### src/rtl/rrs_pkg.sv
`timescale 1ns / 1ps
`default_nettype none
// ----------------------------------------------------------------------------
// rrs_pkg
// shared widths, defaults and controller/datapath interface types for the
// round-robin schedule simulator
// ----------------------------------------------------------------------------
package rrs_pkg;

  localparam int MAX_PROCS_DEF = 16;

  localparam int ARR_W     = 8;
  localparam int BUR_W     = 8;
  localparam int Q_W       = 8;
  localparam int IDX_OUT_W = 4;
  localparam int TAT_W     = 17;
  localparam int TOT_W     = 21;
  localparam int CLK_W     = 16;

  localparam logic [Q_W-1:0] QUANTUM_RST = 8'd2;

  typedef struct packed {
    logic in_ready;
    logic rd_cur;
    logic exec;
    logic tat;
    logic emit;
    logic rd_next;
    logic adv;
    logic clear;
  } cmd_t;

  typedef struct packed {
    logic in_valid;
    logic in_last;
    logic fin;
    logic out_free;
    logic pend_zero;
  } sts_t;

endpackage

`default_nettype wire

### src/rtl/rrs_if.sv
`timescale 1ns / 1ps
`default_nettype none
// ----------------------------------------------------------------------------
// rrs_if
// request channels of the round-robin schedule simulator: process load,
// completion result and quantum write
// ----------------------------------------------------------------------------
interface rrs_in_if;
  logic                      valid;
  logic                      ready;
  logic [rrs_pkg::ARR_W-1:0] arrival;
  logic [rrs_pkg::BUR_W-1:0] burst;
  logic                      last_process;

  modport source (output valid, arrival, burst, last_process, input ready);
  modport sink   (input valid, arrival, burst, last_process, output ready);
endinterface

interface rrs_out_if;
  logic                          valid;
  logic                          ready;
  logic [rrs_pkg::IDX_OUT_W-1:0] process_index;
  logic signed [rrs_pkg::TAT_W-1:0] turnaround;
  logic signed [rrs_pkg::TAT_W-1:0] waiting;
  logic signed [rrs_pkg::TOT_W-1:0] total_turnaround;
  logic signed [rrs_pkg::TOT_W-1:0] total_waiting;
  logic                          last_result;

  modport source (output valid, process_index, turnaround, waiting, total_turnaround,
                  total_waiting, last_result, input ready);
  modport sink   (input valid, process_index, turnaround, waiting, total_turnaround,
                  total_waiting, last_result, output ready);
endinterface

interface rrs_cfg_if;
  logic                    valid;
  logic                    ready;
  logic [rrs_pkg::Q_W-1:0] quantum;

  modport source (output valid, quantum, input ready);
  modport sink   (input valid, quantum, output ready);
endinterface

`default_nettype wire

### src/rtl/rrs_dp.sv
`timescale 1ns / 1ps
`default_nettype none
// ----------------------------------------------------------------------------
// rrs_dp
// datapath: process stores, simulated clock, visit index, sums, quantum
// register and result output register
// ----------------------------------------------------------------------------
module rrs_dp #(
  parameter int MAX_PROCS = rrs_pkg::MAX_PROCS_DEF
) (
  input  logic             clk,
  input  logic             rst_n,
  rrs_in_if.sink           in_ch,
  rrs_out_if.source        out_ch,
  rrs_cfg_if.sink          cfg_ch,
  input  rrs_pkg::cmd_t    cmd,
  output rrs_pkg::sts_t    sts
);
  import rrs_pkg::*;

  localparam int IDX_W = (MAX_PROCS > 1) ? $clog2(MAX_PROCS) : 1;
  localparam int CNT_W = $clog2(MAX_PROCS + 1);
  localparam logic [CNT_W-1:0] CNT_MAX = CNT_W'(MAX_PROCS);

  logic [ARR_W-1:0] arr_mem   [MAX_PROCS];
  logic [BUR_W-1:0] burst_mem [MAX_PROCS];
  logic [BUR_W-1:0] rem_mem   [MAX_PROCS];

  logic [Q_W-1:0]          quantum_r;
  logic [CNT_W-1:0]        cnt_r;
  logic [CNT_W-1:0]        pend_r;
  logic [CLK_W-1:0]        clk_r;
  logic [IDX_W-1:0]        vi_r;
  logic                    wip_r;
  logic signed [TOT_W-1:0] tsum_r;
  logic signed [TOT_W-1:0] wsum_r;
  logic [MAX_PROCS-1:0]    done_r;
  logic                    fin_r;

  logic [ARR_W-1:0]        arr_rd_r;
  logic [BUR_W-1:0]        bur_rd_r;
  logic [BUR_W-1:0]        rem_rd_r;
  logic signed [TAT_W-1:0] tat_r;
  logic signed [TAT_W-1:0] wt_r;

  logic                     out_valid_r;
  logic [IDX_OUT_W-1:0]     out_idx_r;
  logic signed [TAT_W-1:0]  out_tat_r;
  logic signed [TAT_W-1:0]  out_wt_r;
  logic signed [TOT_W-1:0]  out_ttot_r;
  logic signed [TOT_W-1:0]  out_wtot_r;
  logic                     out_last_r;

  logic                     load;
  logic                     room;
  logic [CNT_W-1:0]         cnt_nxt;
  logic [IDX_W-1:0]         ld_addr;
  logic [CNT_W-1:0]         vi_inc;
  logic [IDX_W-1:0]         rd_addr;
  logic [Q_W-1:0]           q_eff;
  logic [BUR_W-1:0]         run;
  logic [BUR_W-1:0]         rem_new;
  logic                     cur_done;
  logic                     rem_we;
  logic [IDX_W-1:0]         rem_wa;
  logic [BUR_W-1:0]         rem_wd;
  logic [ARR_W:0]           ab_sum;
  logic signed [TOT_W-1:0]  tsum_nxt;
  logic signed [TOT_W-1:0]  wsum_nxt;
  logic                     pend_one;
  logic                     wrap;
  logic [31:0]              vi_ext;

  assign load     = in_ch.valid & cmd.in_ready;
  assign room     = cnt_r < CNT_MAX;
  assign cnt_nxt  = cnt_r + CNT_W'(room);
  assign ld_addr  = cnt_r[IDX_W-1:0];
  assign vi_inc   = CNT_W'(vi_r) + CNT_W'(1);
  assign rd_addr  = cmd.rd_next ? vi_inc[IDX_W-1:0] : vi_r;
  assign q_eff    = (quantum_r == '0) ? Q_W'(1) : quantum_r;
  assign run      = (rem_rd_r < q_eff) ? rem_rd_r : q_eff;
  assign rem_new  = rem_rd_r - run;
  assign cur_done = done_r[vi_r];
  assign rem_we   = (load & room) | (cmd.exec & ~cur_done);
  assign rem_wa   = cmd.exec ? vi_r : ld_addr;
  assign rem_wd   = cmd.exec ? rem_new : in_ch.burst;
  assign ab_sum   = {1'b0, arr_rd_r} + {1'b0, bur_rd_r};
  assign tsum_nxt = tsum_r + {{(TOT_W-TAT_W){tat_r[TAT_W-1]}}, tat_r};
  assign wsum_nxt = wsum_r + {{(TOT_W-TAT_W){wt_r[TAT_W-1]}}, wt_r};
  assign pend_one = pend_r == CNT_W'(1);
  assign wrap     = (vi_inc >= cnt_r) || ({{(CLK_W-ARR_W){1'b0}}, arr_rd_r} > clk_r);
  assign vi_ext   = 32'(vi_r);

  // process stores
  always_ff @(posedge clk) begin
    if (load && room) begin
      arr_mem[ld_addr]   <= in_ch.arrival;
      burst_mem[ld_addr] <= in_ch.burst;
    end
    if (rem_we) begin
      rem_mem[rem_wa] <= rem_wd;
    end
    if (cmd.rd_cur || cmd.rd_next) begin
      arr_rd_r <= arr_mem[rd_addr];
    end
    if (cmd.rd_cur) begin
      bur_rd_r <= burst_mem[vi_r];
      rem_rd_r <= rem_mem[vi_r];
    end
  end

  // simulation state
  always_ff @(posedge clk) begin
    if (!rst_n) begin
      quantum_r   <= QUANTUM_RST;
      cnt_r       <= '0;
      pend_r      <= '0;
      clk_r       <= '0;
      vi_r        <= '0;
      wip_r       <= 1'b0;
      tsum_r      <= '0;
      wsum_r      <= '0;
      done_r      <= '0;
      fin_r       <= 1'b0;
      out_valid_r <= 1'b0;
    end else begin
      if (cfg_ch.valid) begin
        quantum_r <= cfg_ch.quantum;
      end
      if (load) begin
        if (room) begin
          cnt_r           <= cnt_nxt;
          done_r[ld_addr] <= 1'b0;
        end
        if (in_ch.last_process) begin
          pend_r <= cnt_nxt;
        end
      end
      if (cmd.exec) begin
        fin_r <= ~cur_done && (rem_new == '0);
        if (!cur_done) begin
          clk_r <= clk_r + CLK_W'(run);
          if (run != '0) begin
            wip_r <= 1'b1;
          end
        end
      end
      if (cmd.emit) begin
        done_r[vi_r] <= 1'b1;
        pend_r       <= pend_r - CNT_W'(1);
        wip_r        <= 1'b1;
        tsum_r       <= tsum_nxt;
        wsum_r       <= wsum_nxt;
      end
      if (cmd.adv && !cmd.clear) begin
        if (wrap) begin
          if (!wip_r) begin
            clk_r <= clk_r + CLK_W'(1);
          end
          wip_r <= 1'b0;
          vi_r  <= '0;
        end else begin
          vi_r <= vi_inc[IDX_W-1:0];
        end
      end
      if (cmd.clear) begin
        cnt_r  <= '0;
        pend_r <= '0;
        clk_r  <= '0;
        vi_r   <= '0;
        wip_r  <= 1'b0;
        tsum_r <= '0;
        wsum_r <= '0;
      end
      if (cmd.emit) begin
        out_valid_r <= 1'b1;
      end else if (out_ch.ready) begin
        out_valid_r <= 1'b0;
      end
    end
  end

  // completion figures and output register
  always_ff @(posedge clk) begin
    if (cmd.tat) begin
      tat_r <= {1'b0, clk_r} - {{(TAT_W-ARR_W){1'b0}}, arr_rd_r};
      wt_r  <= {1'b0, clk_r} - {{(TAT_W-ARR_W-1){1'b0}}, ab_sum};
    end
    if (cmd.emit) begin
      out_idx_r  <= vi_ext[IDX_OUT_W-1:0];
      out_tat_r  <= tat_r;
      out_wt_r   <= wt_r;
      out_ttot_r <= pend_one ? tsum_nxt : '0;
      out_wtot_r <= pend_one ? wsum_nxt : '0;
      out_last_r <= pend_one;
    end
  end

  assign in_ch.ready             = cmd.in_ready;
  assign cfg_ch.ready            = 1'b1;
  assign out_ch.valid            = out_valid_r;
  assign out_ch.process_index    = out_idx_r;
  assign out_ch.turnaround       = out_tat_r;
  assign out_ch.waiting          = out_wt_r;
  assign out_ch.total_turnaround = out_ttot_r;
  assign out_ch.total_waiting    = out_wtot_r;
  assign out_ch.last_result      = out_last_r;

  always_comb begin
    sts.in_valid  = in_ch.valid;
    sts.in_last   = in_ch.last_process;
    sts.fin       = fin_r;
    sts.out_free  = ~out_valid_r | out_ch.ready;
    sts.pend_zero = pend_r == '0;
  end

endmodule

`default_nettype wire

### src/rtl/rrs_ctrl.sv
`timescale 1ns / 1ps
`default_nettype none
// ----------------------------------------------------------------------------
// rrs_ctrl
// controller: sequences loading and the visits of the round-robin walk
// ----------------------------------------------------------------------------
module rrs_ctrl (
  input  logic          clk,
  input  logic          rst_n,
  input  rrs_pkg::sts_t sts,
  output rrs_pkg::cmd_t cmd
);
  import rrs_pkg::*;

  typedef enum logic [6:0] {
    S_IDLE = 7'b0000001,
    S_RD   = 7'b0000010,
    S_EX   = 7'b0000100,
    S_TAT  = 7'b0001000,
    S_EMIT = 7'b0010000,
    S_NXRD = 7'b0100000,
    S_ADV  = 7'b1000000
  } state_t;

  state_t state_r;
  state_t state_nxt;

  always_ff @(posedge clk) begin
    if (!rst_n) begin
      state_r <= S_IDLE;
    end else begin
      state_r <= state_nxt;
    end
  end

  always_comb begin
    cmd       = '0;
    state_nxt = state_r;
    case (state_r)
      S_IDLE: begin
        cmd.in_ready = 1'b1;
        if (sts.in_valid && sts.in_last) begin
          state_nxt = S_RD;
        end
      end
      S_RD: begin
        cmd.rd_cur = 1'b1;
        state_nxt  = S_EX;
      end
      S_EX: begin
        cmd.exec  = 1'b1;
        state_nxt = S_TAT;
      end
      S_TAT: begin
        if (sts.fin) begin
          cmd.tat   = 1'b1;
          state_nxt = S_EMIT;
        end else begin
          cmd.rd_next = 1'b1;
          state_nxt   = S_ADV;
        end
      end
      S_EMIT: begin
        if (sts.out_free) begin
          cmd.emit  = 1'b1;
          state_nxt = S_NXRD;
        end
      end
      S_NXRD: begin
        cmd.rd_next = 1'b1;
        state_nxt   = S_ADV;
      end
      S_ADV: begin
        cmd.adv = 1'b1;
        if (sts.pend_zero) begin
          cmd.clear = 1'b1;
          state_nxt = S_IDLE;
        end else begin
          state_nxt = S_RD;
        end
      end
      default: begin
        state_nxt = S_IDLE;
      end
    endcase
  end

endmodule

`default_nettype wire

### src/rtl/round_robin_schedule_sim_unit.sv
`timescale 1ns / 1ps
`default_nettype none
// ----------------------------------------------------------------------------
// round_robin_schedule_sim_unit
// round-robin scheduling simulator: loads (arrival, burst) requests, then
// walks the loaded set with the configured quantum and returns one result
// request per completed process in completion order
// ----------------------------------------------------------------------------
// A load request is taken while the controller is idle. The request flagged
// last_process starts the walk, during which no load is taken; the walk is
// one visit after another through the controller's sequence: a visit reads
// the stores, executes, and if it completes a process computes its figures
// and issues the result (waiting while an earlier result still waits on
// out_ch.ready), then reads the next entry and advances. Store reads go
// through memories with registered read data. After the last result the set
// clears and loading starts over; the quantum stays.
module round_robin_schedule_sim_unit #(
  parameter int MAX_PROCS = rrs_pkg::MAX_PROCS_DEF
) (
  input  logic      clk,
  input  logic      rst_n,
  rrs_in_if.sink    in_ch,
  rrs_out_if.source out_ch,
  rrs_cfg_if.sink   cfg_ch
);
  import rrs_pkg::*;

  cmd_t cmd;
  sts_t sts;

  rrs_ctrl u_ctrl (
    .clk   (clk),
    .rst_n (rst_n),
    .sts   (sts),
    .cmd   (cmd)
  );

  rrs_dp #(
    .MAX_PROCS (MAX_PROCS)
  ) u_dp (
    .clk    (clk),
    .rst_n  (rst_n),
    .in_ch  (in_ch),
    .out_ch (out_ch),
    .cfg_ch (cfg_ch),
    .cmd    (cmd),
    .sts    (sts)
  );

`ifndef SYNTHESIS
  a_emit_free: assert property (@(posedge clk) disable iff (!rst_n)
    cmd.emit |-> sts.out_free) else $error("result issued over a waiting result");

  a_emit_valid: assert property (@(posedge clk) disable iff (!rst_n)
    cmd.emit |=> out_ch.valid) else $error("issued result not presented");

  a_no_load_busy: assert property (@(posedge clk) disable iff (!rst_n)
    cmd.exec |-> !in_ch.ready) else $error("load open during the walk");

  a_cmd_excl: assert property (@(posedge clk) disable iff (!rst_n)
    $onehot0({cmd.in_ready, cmd.rd_cur, cmd.exec, cmd.tat, cmd.emit, cmd.adv}))
    else $error("conflicting controller commands");
`endif

endmodule

`default_nettype wire
### src/flat_wrapper.sv
// flat-port wrapper written by rule: the top's interface ports become plain ports
module round_robin_schedule_sim_unit_flat import rrs_pkg::*;
#(
  parameter int MAX_PROCS = rrs_pkg::MAX_PROCS_DEF
)
  (clk, rst_n, in_ch_valid, in_ch_arrival, in_ch_burst, in_ch_last_process, in_ch_ready, out_ch_valid, out_ch_process_index, out_ch_turnaround, out_ch_waiting, out_ch_total_turnaround, out_ch_total_waiting, out_ch_last_result, out_ch_ready, cfg_ch_valid, cfg_ch_quantum, cfg_ch_ready);
  rrs_in_if in_ch_i ();
  rrs_out_if out_ch_i ();
  rrs_cfg_if cfg_ch_i ();
  input  logic clk;
  input  logic rst_n;
  input wire logic [$bits(in_ch_i.valid)-1:0] in_ch_valid;
  input wire logic [$bits(in_ch_i.arrival)-1:0] in_ch_arrival;
  input wire logic [$bits(in_ch_i.burst)-1:0] in_ch_burst;
  input wire logic [$bits(in_ch_i.last_process)-1:0] in_ch_last_process;
  output wire logic [$bits(in_ch_i.ready)-1:0] in_ch_ready;
  output wire logic [$bits(out_ch_i.valid)-1:0] out_ch_valid;
  output wire logic [$bits(out_ch_i.process_index)-1:0] out_ch_process_index;
  output wire logic [$bits(out_ch_i.turnaround)-1:0] out_ch_turnaround;
  output wire logic [$bits(out_ch_i.waiting)-1:0] out_ch_waiting;
  output wire logic [$bits(out_ch_i.total_turnaround)-1:0] out_ch_total_turnaround;
  output wire logic [$bits(out_ch_i.total_waiting)-1:0] out_ch_total_waiting;
  output wire logic [$bits(out_ch_i.last_result)-1:0] out_ch_last_result;
  input wire logic [$bits(out_ch_i.ready)-1:0] out_ch_ready;
  input wire logic [$bits(cfg_ch_i.valid)-1:0] cfg_ch_valid;
  input wire logic [$bits(cfg_ch_i.quantum)-1:0] cfg_ch_quantum;
  output wire logic [$bits(cfg_ch_i.ready)-1:0] cfg_ch_ready;
  assign in_ch_i.valid = in_ch_valid;
  assign in_ch_i.arrival = in_ch_arrival;
  assign in_ch_i.burst = in_ch_burst;
  assign in_ch_i.last_process = in_ch_last_process;
  assign in_ch_ready = in_ch_i.ready;
  assign out_ch_valid = out_ch_i.valid;
  assign out_ch_process_index = out_ch_i.process_index;
  assign out_ch_turnaround = out_ch_i.turnaround;
  assign out_ch_waiting = out_ch_i.waiting;
  assign out_ch_total_turnaround = out_ch_i.total_turnaround;
  assign out_ch_total_waiting = out_ch_i.total_waiting;
  assign out_ch_last_result = out_ch_i.last_result;
  assign out_ch_i.ready = out_ch_ready;
  assign cfg_ch_i.valid = cfg_ch_valid;
  assign cfg_ch_i.quantum = cfg_ch_quantum;
  assign cfg_ch_ready = cfg_ch_i.ready;
  round_robin_schedule_sim_unit #(.MAX_PROCS(MAX_PROCS)) u_core (.clk(clk), .rst_n(rst_n), .in_ch(in_ch_i), .out_ch(out_ch_i), .cfg_ch(cfg_ch_i));
endmodule
### config.mk
export PLATFORM = sky130hd
export DESIGN_NAME = round_robin_schedule_sim_unit_flat
export DESIGN_NICKNAME = d
export VERILOG_FILES = /design/src/rtl/rrs_pkg.sv /design/src/rtl/rrs_if.sv /design/src/rtl/rrs_dp.sv /design/src/rtl/rrs_ctrl.sv /design/src/rtl/round_robin_schedule_sim_unit.sv /design/src/flat_wrapper.sv
export SDC_FILE = /design/constraint.sdc
export NUM_CORES = 1
export LEC_CHECK = 0
export ABC_AREA = 1
export BUFFER_PORTS_ARGS = -buffer_cell sky130_fd_sc_hd__clkbuf_2
export CAP_MARGIN = 20
export CORE_MARGIN = 1
export CORE_UTILIZATION = 50
export DETAILED_ROUTE_END_ITERATION = 7
export PLACE_DENSITY = 0.69
export SETUP_SLACK_MARGIN = 0.3
export SLEW_MARGIN = 20
export SYNTH_ARGS = -nofsm -noshare
export SYNTH_HDL_FRONTEND = slang
export SYNTH_SLANG_ARGS = --single-unit
### constraint.sdc
create_clock -name clk -period 3.72 [get_ports clk]
set_input_delay 0.558 -clock clk [delete_from_list [all_inputs] [get_ports clk]]
set_output_delay 0.558 -clock clk [all_outputs]
set_load 0.005 [all_outputs]
After elaboration in Yosys (flattened, before gate mapping). Memory sizes are Yosys's and may differ from the RTL's. A register that Yosys moved wholly into a read port is not among the register bits. Cells that the tools add are included.

Input port bits: 30. Memories kept: 3. Word-level logic and storage cells: 135. Output and inout bits: 84. Register bits after elaboration: 221. RAM bits: 384.

Reduce and logical (&&, ||, !) cells: 20. $add $sub $neg: 11. Bitwise logic cells: 11. Magnitude comparators: 8. Multiplexer cells: 52. Equal/unequal tests: 10.

Memory list: u_core.u_dp.arr_mem (depth 16, width 8, rd ports 1, clocked after memory_dff 1, write ports 1, line rrs_dp.sv:25) `logic [ARR_W-1:0] arr_mem [MAX_PROCS];`; u_core.u_dp.burst_mem (depth 16, width 8, rd ports 1, clocked after memory_dff 1, write ports 1, line rrs_dp.sv:26) `logic [BUR_W-1:0] burst_mem [MAX_PROCS];`; u_core.u_dp.rem_mem (depth 16, width 8, rd ports 1, clocked after memory_dff 1, write ports 1, line rrs_dp.sv:27) `logic [BUR_W-1:0] rem_mem [MAX_PROCS];`.

Operator list (number): $mux W16 (9); $pmux W7 S7 (1); $add A21 B21 Y21 (2); $mux W1 (24); $mux W8 (3); $mux W7 (3); $sub A16 B8 Y17 (1); $sub A16 B9 Y17 (1); $add A16 B1 Y16 const B (1); $add A16 B8 Y16 (1); $and A16 B16 Y16 (1); $gt A8 B16 Y1 (1); $logic_not A8 Y1 (2); $not A16 Y16 (1); $or A16 B16 Y16 (1); $mux W5 (3); $mux W4 (3); $lt A4 B5 Y1 const B (2); $add A8 B8 Y9 (1); $demux W1 S4 (2); $ge A4 B1 Y1 const B (2); $lt A8 B8 Y1 (1); $reduce_bool A8 Y1 (1); $sub A8 B8 Y8 (1); 28 further kinds (44).

Depth between registers and ports, before layout. Gate-level depths: netlist of run 1.

Depth in word-level cells: 11. Depth in mapped cells: 27. Depth with buffers taken out: 27.

By module. Synthesis of run 1 repeated with hierarchy kept, for this count alone.

Cells, all modules: 2690. Area, all modules: 28701.3 µm².

Modules (own cells, without submodules): rrs_dp (cells an instance 2613, times used 1, area an instance 28182.0 µm², sequential area each 17687.0 µm²); rrs_ctrl (cells an instance 77, times used 1, area an instance 519.2 µm², sequential area each 140.1 µm²).

Least setup slack after synthesis of run 1. No wires, ideal clock.

Path type: reg-to-reg. Start point: register u_core.u_dp.rem_rd_r[5], read port of u_core.u_dp.rem_mem. End point: memory u_core.u_dp.rem_mem[0][6] (data pin). Period minus slack after synthesis: 3.695 ns. Path buffers: 0. Path slack: 0.025 ns. Data arrival time: 3.364 ns. Required time: 3.390 ns. Stages on the path, launching flop included: 15. Setup time: 0.330 ns. Cell sequence: edfxtp_1 -> ha_1 -> a21oi_1 -> nor2_1 -> a211oi_2 -> nand3_1 -> nand2_1 -> inv_1 -> ha_1 -> fa_1 -> o21ai_0 -> a21oi_1 -> o21ai_0 -> xnor2_1 -> o21ai_0.

Longest elaborated chain between the ends: 4.

Ends and longest elaborated chain: from (decl) (line rrs_dp.sv:42) `logic [BUR_W-1:0] rem_rd_r;`; $lt A8 B8 Y1 (line rrs_dp.sv:81) `assign run = (rem_rd_r < q_eff) ? rem_rd_r : q_eff;`; $mux W8 (line rrs_dp.sv:81); $sub A8 B8 Y8 * (line rrs_dp.sv:82) `assign rem_new = rem_rd_r - run;`; $mux W8 * (line rrs_dp.sv:86) `assign rem_wd = cmd.exec ? rem_new : in_ch.burst;`; net u_core.u_dp.rem_wd[6] (line rrs_dp.sv:66) `logic [BUR_W-1:0] rem_wd;`; to (decl) (line rrs_dp.sv:27).

Mark *: on every way through the listed nets, which the timed path passes. The rest lies on a longest branch.

Final worst setup path of run 1.
Start point: register u_core.u_dp.rem_rd_r[5], read port of u_core.u_dp.rem_mem. End point: register u_core.u_dp.clk_r[10].

Longest elaborated chain between the ends: 8.

Ends and longest elaborated chain: $lt A8 B8 Y1 (line rrs_dp.sv:81); $mux W8 * (line rrs_dp.sv:81); $add A16 B8 Y16 * (line rrs_dp.sv:142) `clk_r <= clk_r + CLK_W'(run);`; $mux W16 * (line rrs_dp.sv:141) `if (!cur_done) begin`; $mux W16 * (line rrs_dp.sv:139) `if (cmd.exec) begin`; $mux W16 (line rrs_dp.sv:157) `if (!wip_r) begin`; $mux W16 (line rrs_dp.sv:156) `if (wrap) begin`; $mux W16 * (line rrs_dp.sv:155) `if (cmd.adv && !cmd.clear) begin`; to (signal assigned) (line rrs_dp.sv:142); to (signal assigned) (line rrs_dp.sv:158) `clk_r <= clk_r + CLK_W'(1);`; to (decl) (line rrs_dp.sv:32) `logic [CLK_W-1:0] clk_r;`.

Mark *: on every way between the ends. The rest lies on a longest branch, timed or not. A chain may end at the register's enable or synchronous reset.

==> key figures, run 1 <==
Power and ir drop
  – Pleak: 0.01275 uW
  – Power per cell area: around 480 nW/um2
  – Peak VDD IR: just under 0.3 mV
  – Overall Power: 16070 uW

Critical path
  – CP arrival: 3.86 ns
  – CP Data Required Time: 4.24 ns
  – Worst setup SP type: flop
  – Setup Crit Path Kind: reg2reg
  – Crit-path max FO: 4
  – CP Capture Type: flop

Status
  – Status: finished, final reports clean

Route
  – Drt pass-1 iters: 5
  – Drt initial violations: 1997
  – Post-route DRC violation count: 0
  – Total Wirelength: ~70000 um
  – Vias per cell: between 5 and 6
  – DR WL/cell: 19.54 um
  – Final ANT Viol Nets: 0
  – Total number of vias: 20650

Timing
  – Achievable frequency: between 0.2 and 0.3 GHz
  – Worst rel slew slack: 0.2493
  – RSZ-0062 raised after global routing: yes
  – Pins over their slew limit: 0
  – Final hold vios: 0
  – Final critical-path share of the clock period: 0.8975
  – Clock skew: 0.02947 ns
  – Final Setup Violations: 0
  – Sum of negative setup slack: 0 ns
  – Final Critical Period: 3.339 ns
  – Worst slew pin tran: 1.122 ns

Place
  – Dpl cells: between 3000 and 4000
  – Area after DPL: between 30000 and 40000 um2
  – Placer congestion estimate: 0.9143
  – Placed wire-length estimate: between 40000 and 50000 um
  – Port bufs: 112

Logic synthesis
  – Cells after Synth: 2683
  – Post-synthesis sequential area ratio: 0.6214
  – Cell taking the most area after synthesis: edfxtp_1
  – Number of flops mapped to enable cells by yosys: about 520
  – FF+latch count, synth: 629
  – Synth cell types: 50
  – FFs w/ async S/R, synth: 0
  – Top-count cell post-synth: edfxtp_1
  – Leading post-synthesis cells by cell area: edfxtp_1 55%, dfxtp_1 7.4%, nand2_1 4.9%, o21ai_0 4.8%, nor2_1 4.2%
  – Syn nets: 2821
  – Mean Syn Cell Area: roughly 11 um2
  – Mapped cell area: 28690 um2
  – Main flop type after synthesis: edfxtp_1
  – Synth Warn #: 0
  – List of most frequent post-synthesis cells: 523 x edfxtp_1, 374 x nand2_1, 324 x nor2_1
  – Area fraction of the dominant cell type after synthesis: 0.5475

Global route
  – Vias in the first global route: 19900
  – Antenna violations before repair: 2
  – First-pass GRT wire length: approximately 110000 um
  – Largest net degree at the start of global routing: 81
  – Total gr overflow: 0
  – GRT Total Usage: 0.2432

Cells and area
  – Final instance area: 33140 um2
  – Layout overhead on the synthesized area: 15.53%
  – Nets: 3001
  – Share of cells above drive strength 1: 0.1371
  – Antenna Cells: 0
  – Layout Cells excl Fill: 3673

CTS
  – Root Buffer: clkbuf_16
  – H-tree depth: 3
  – Hold Buf Count CTS: 0
  – TritonCTS Buffers: 69
  – CTS clk-pin slew, worst paths: 0.06 ns
  – Sink Count: between 600 and 700
  – Clk Latency, worst-skew pair: 0.62 ns
  – Clock buffer depth: 3
  – CTS tree: built

Die
  – Chip Width: 241.5 um
  – Core area: 56500 um2
  – Die area: 58340 um2
  – Die Y: 241.5 um
  – Top Ports: approximately 110
  – Std-Cell Rows: 87
  – Initial core utilization: 0.5078

Min path
  – Hold Path Class: in2reg

Run
  – Max-Cap Viols: 0
-- state kept, by name, indices dropped and copies added (netlist names), 4 cells and up --
| register | cells |
|---|---|
| u_core.u_ctrl.state_r | 7 |
| u_core.u_dp.arr_mem | 128 |
| u_core.u_dp.arr_rd_r | 8 |
| u_core.u_dp.bur_rd_r | 8 |
| u_core.u_dp.burst_mem | 128 |
| u_core.u_dp.clk_r | 16 |
| u_core.u_dp.cnt_r | 5 |
| u_core.u_dp.done_r | 16 |
| u_core.u_dp.out_ch.process_index | 4 |
| u_core.u_dp.out_ch.total_turnaround | 21 |
| u_core.u_dp.out_ch.total_waiting | 21 |
| u_core.u_dp.out_ch.turnaround | 17 |
| u_core.u_dp.out_ch.waiting | 17 |
| u_core.u_dp.pend_r | 5 |
| u_core.u_dp.quantum_r | 8 |
| u_core.u_dp.rem_mem | 128 |
| u_core.u_dp.rem_rd_r | 8 |
| u_core.u_dp.tat_r | 17 |
| u_core.u_dp.tsum_r | 21 |
| u_core.u_dp.vi_r | 4 |
| u_core.u_dp.wsum_r | 21 |
| u_core.u_dp.wt_r | 17 |
-- where the power goes --
part	leakage, uW	internal (uW)	switching, uW	total, uW
Clock	0.00110	4130	2750	6880
Combinational	0.00608	402	861	1260
Sequential	0.00557	7850	68.4	7920
Total	0.0127	12400	3680	16100
-- cell usage in the layout (no fill, tap or decap), types with 10 or more instances in the layout --
cell type / instances
o21ai_1: 48
nand3b_1: 13
o22ai_1: 66
nand2_1: 364
buf_4: 96
nand3_1: 82
a21oi_1: 114
edfxtp_1: 523
xor2_1: 52
o21bai_1: 21
dfxtp_1: 104
fa_1: 12
inv_2: 10
clkbuf_2: 112
xnor2_1: 34
inv_1: 232
nor2_1: 324
nor3_1: 15
clkinv_2: 11
o21ai_0: 267
nand2_2: 18
clkbuf_1: 21
nand4_1: 34
clkbuf_16: 70
ha_1: 86
o211ai_1: 56
-- critical path: stages (launching register included) --
cell and delay [ns]:
edfxtp_1 0.45, ha_4 0.27, a21oi_2 0.13, nor2_1 0.06, a211oi_2 0.13, buf_4 0.17, nand3_2 0.08, nand2_2 0.09
inv_2 0.05, buf_6 0.11, ha_4 0.15, fa_2 0.38, nand3_2 0.08, nand3_2 0.07, a21boi_1 0.13, buf_4 0.13
nor2_1 0.04, o21ai_1 0.12, nand2_1 0.10, nand4_1 0.12, nand2_1 0.08, o21ai_2 0.07, o21ai_1 0.07, a21oi_1 0.16
-- worst paths after layout --
check	start	end	slack, ns	depth (start not counted)
worst max-delay path	u_core.u_dp.rem_rd_r[5]	u_core.u_dp.clk_r[10]	0.38	23
worst max register to register	u_core.u_dp.rem_rd_r[5]	u_core.u_dp.clk_r[10]	0.38	23
worst min-delay path	cfg_ch_quantum[1]	u_core.u_dp.quantum_r[1]	0.19	3
worst min register to register	u_core.u_dp.quantum_r[0]	u_core.u_dp.quantum_r[0]	0.46	2
-- area by class of cell --
type	count	area [um2]
Timing Repair Buffer	218	1441
Clock buffer	92	1844
Clock inverter	33	424.2
Fill cell	4649	23350
Inverter	247	937.1
Sequential cell	629	17830
Tap cell	756	945.9
Multi-Input combinational cell	1698	9717
-- routing by layer --
layer,GRT usage,vias to the layer above,share of wire
li1,-,9763,-
met1,0.3157,9894,0.40
met2,0.4099,813,0.49
met3,0.03596,173,0.070
met4,0.09741,2,0.036
met5,0,-,0.00015
-- metrics by stage --
stage          utilization  setup slack (ns)  hold WS (ns)
3_5_place_dp        0.5379           -0.1383        0.4510
4_1_cts             0.5803            0.3057        0.1727
3_3_place_gp        0.5379          -0.07832        0.4490
5_1_grt             0.5866            0.1673        0.1970
6_report            0.5866            0.3812        0.1910
2_1_floorplan            -            0.2996        0.4029
-- repair_timing --
action	4_1_cts	5_1_grt
buffers inserted	6	16
hold endpoints to repair	0	0
pin swaps	9	28
endpoints found under the setup margin	86	188
resized for setup	15	45
-- kinds of logic after synthesis --
kind of cell    synth area share
fa+ha+maj                0.05051
compound gates            0.1231
simple gates              0.1286
flops                     0.6214
xor+xnor                 0.02656
buf+inv                  0.04968
other cells            0.0001307
Power figures use the tool's default switching activity.
==> run 2, diff against run 1 <==
--- a/config.mk
+++ b/config.mk
@@ -8,10 +8,12 @@
 export ABC_AREA = 1
 export BUFFER_PORTS_ARGS = -buffer_cell sky130_fd_sc_hd__clkbuf_2
 export CAP_MARGIN = 20
+export CELL_PAD_IN_SITES_DETAIL_PLACEMENT = 0
+export CELL_PAD_IN_SITES_GLOBAL_PLACEMENT = 2
 export CORE_MARGIN = 1
-export CORE_UTILIZATION = 50
+export CORE_UTILIZATION = 37
 export DETAILED_ROUTE_END_ITERATION = 7
-export PLACE_DENSITY = 0.69
+export PLACE_DENSITY_LB_ADDON = 0.1
 export SETUP_SLACK_MARGIN = 0.3
 export SLEW_MARGIN = 20
 export SYNTH_ARGS = -nofsm -noshare
==> run 2 against run 1 <==
Register-to-register slack improved by 0.04 ns. Die area rose by 35%. Sequential power about the same. Largest power group unchanged. Total power grew 2.5%. Via count is 2.7% lower.
==> key figures, run 2 (synthesized netlist as in run 1, its figures left out) <==
Critical path
  – Crit path buf inv count: 4 (unchanged)
  – Worst setup SP type: flop
  – CP arrival: 3.67 ns (-0.19 ns)
  – CP Capture Type: flop
  – CP Launch Point: u_core.u_dp.rem_rd_r[7]
  – Setup Crit Path Kind: reg2reg
  – CP Data Required Time: 4.09 ns (-0.15 ns)
  – Crit-path max FO: 8 (+4)
  – CP Cell Sequence: ha_4 > nand2_1 > nor2_1 > a211oi_2 > buf_4 > buf_6 > buf_6 > nand3b_1 > nand2_2 > ha_4 > a21oi_2 > o21ai_2 > a21oi_2 > o21bai_4 > nand2_1 > nand2_1 > a21oi_2 > a21o_1 > a31oi_4 > clkbuf_16
  – FF-to-FF Start: u_core.u_dp.rem_rd_r[7]
  – Cell family with most CP delay: compound AO/OA/AOI/OAI gates
  – Critical path's slowest cell: edfxtp_1
  – Critical Path Max Stage Delay: 0.44 ns (about the same)

Timing
  – Final Setup Violations: 0 (unchanged)
  – Final critical-path share of the clock period: 0.8870 (-0.01054)
  – Achievable frequency: 0.3031 GHz (+1.2%)
  – RSZ-0062 raised after global routing: yes
  – Worst slew pin tran: 1.066 ns (-0.05544 ns)
  – Sum of negative setup slack: 0 ns (unchanged)
  – Worst rel slew slack: 0.2864 (+0.03710)
  – Pins over their slew limit: 0 (unchanged)
  – Clock skew: 0.02578 ns (-0.003690 ns)
  – Final hold vios: 0 (unchanged)
  – Final Critical Period: 3.300 ns (-0.03922 ns)

CTS
  – TritonCTS Buffers: 74 (+7.2%)
  – CTS clk-pin slew, worst paths: 0.06 ns (about the same)
  – Clock buffer depth: 3 (unchanged)
  – Hold Buf Count CTS: 0 (unchanged)
  – CTS tree: built
  – H-tree depth: 3 (unchanged)
  – Sink Count: 629 (unchanged)
  – Root Buffer: clkbuf_16
  – Clk Latency, worst-skew pair: 0.63 ns (about the same)

Power and ir drop
  – Peak VDD IR: 0.3214 mV (+7.7%)
  – Power per cell area: 486.9 nW/um2 (+0.43%)
  – Overall Power: 16460 uW (+2.5%)
  – Pleak: 0.01293 uW (+1.4%)

Place
  – Port bufs: 112 (unchanged)
  – Placed wire-length estimate: 52030 um (+13%)
  – Dpl cells: 3815 (+8.3%)
  – Placer congestion estimate: 0.8333 (-8.9%)

Cells and area
  – Leading cell types in the layout, fill and taps excluded: 523 x edfxtp_1, 365 x nand2_1, 317 x nor2_1
  – Most common cell after layout, fill and taps aside: edfxtp_1
  – Nets: 3020 (+0.63%)
  – Layout fillers: 7226 (+55%)
  – Layout overhead on the synthesized area: 17.87%
  – Layout Cells excl Fill: 3973 (+8.2%)
  – Share of cells above drive strength 1: 0.1465 (+0.009372)
  – Top Registers: u_core.u_dp.arr_mem x128, u_core.u_dp.burst_mem x128, u_core.u_dp.rem_mem x128

Global route
  – Total gr overflow: 0 (unchanged)
  – Largest net degree at the start of global routing: 108 (+33%)
  – GRT Total Usage: 0.2046 (-0.03864)
  – Vias in the first global route: 19750 (-0.73%)
  – First-pass GRT wire length: 120400 um (+8.8%)
  – Antenna violations before repair: 4 (+2)

Min path
  – Hold Path Class: in2reg
  – Critical hold path startpoint: cfg_ch_quantum[1]

Route
  – Post-route DRC violation count: 0 (unchanged)
  – Total number of vias: 20090 (-2.7%)
  – Drt initial violations: 1250 (-37%)
  – Final ANT Viol Nets: 0 (unchanged)
  – Total Wirelength: 80460 um (+12%)
  – DR WL/cell: 20.25 um (+3.6%)
  – Vias per cell: 5.057 (-10%)
  – Drt pass-1 iters: 7 (+2)

Die
  – Std-Cell Rows: 101 (+16%)
  – Top Ports: 114 (unchanged)
  – Die area: 78650 um2 (+35%)
  – Core area: 76330 um2 (+35%)
  – Initial core utilization: 0.3758 (-0.1319)
  – Die Y: 280.5 um (+16%)
  – Chip Width: 280.5 um (+16%)

Run
  – Max-Cap Viols: 0 (unchanged)

Status
  – Status: finished, final reports clean
run 2: timing repair:
| item | CTS | global route |
|---|---|---|
| cloned | 0 | 1 |
| pin swaps | 7 | 14 |
| setup endpoints to repair | 70 | 108 |
| gates resized for setup | 16 | 43 |
| setup buffers | 8 | 11 |
run 2: cell type report:
| type | instances | area, um2 | share of cell area |
|---|---|---|---|
| clock buffers | 95 | 2024 | 0.05987 |
| flip-flops and latches | 629 | 17830 | 0.5274 |
| clock inverters | 41 | 415.4 | 0.01228 |
| well taps | 1030 | 1289 | 0.03811 |
| repair buffers | 232 | 1584 | 0.04685 |
| diodes | 1 | 2.502 | 0.00007401 |
| multi-input cells | 1698 | 9729 | 0.2877 |
| inverters | 247 | 937.1 | 0.02772 |
run 2: per-stage QoR:
| step | setup slack, ns | util | instance area (um2) | hold slack (ns) |
|---|---|---|---|---|
| finish | 0.4204 | 0.4430 | 33810 | 0.1727 |
| CTS | 0.2621 | 0.4385 | 33470 | 0.1430 |
| global route | 0.2063 | 0.4430 | 33810 | 0.1871 |
| floorplan | 0.2996 | - | 28700 | 0.4029 |
| global placement | -0.01430 | 0.4044 | 30870 | 0.4495 |
| detailed placement | -0.05975 | 0.4046 | 30890 | 0.4529 |
run 2: tightest hold or removal path, delay by kind of cell:
family                 cells  cell delay (ns)
buffers and inverters      1             0.08
AOI/OAI and AO/OA          2             0.11
run 2: final timing paths:
path	endpoint	slack [ns]	cells past startpoint
max	u_core.u_dp.rem_mem[12][7]	0.42	20
min	u_core.u_dp.quantum_r[1]	0.17	3
max reg2reg	u_core.u_dp.rem_mem[12][7]	0.42	20
min reg2reg	u_core.u_dp.quantum_r[0]	0.46	2
run 2: routing by layer:
metal  track usage  part of all wire  vias to the layer above
li1              -                 -                     9840
met1        0.2696              0.44                     9678
met2        0.3436              0.49                      456
met3       0.03789             0.050                      112
met4       0.05605             0.023                        6
met5             0           0.00047                        -
run 2: power breakdown:
| part | leakage [uW] | switching, uW | internal [uW] | total, uW |
|---|---|---|---|---|
| Clock | 0.00119 | 2960 | 4240 | 7200 |
| Sequential | 0.00557 | 64.4 | 7850 | 7920 |
| Combinational | 0.00617 | 926 | 422 | 1350 |
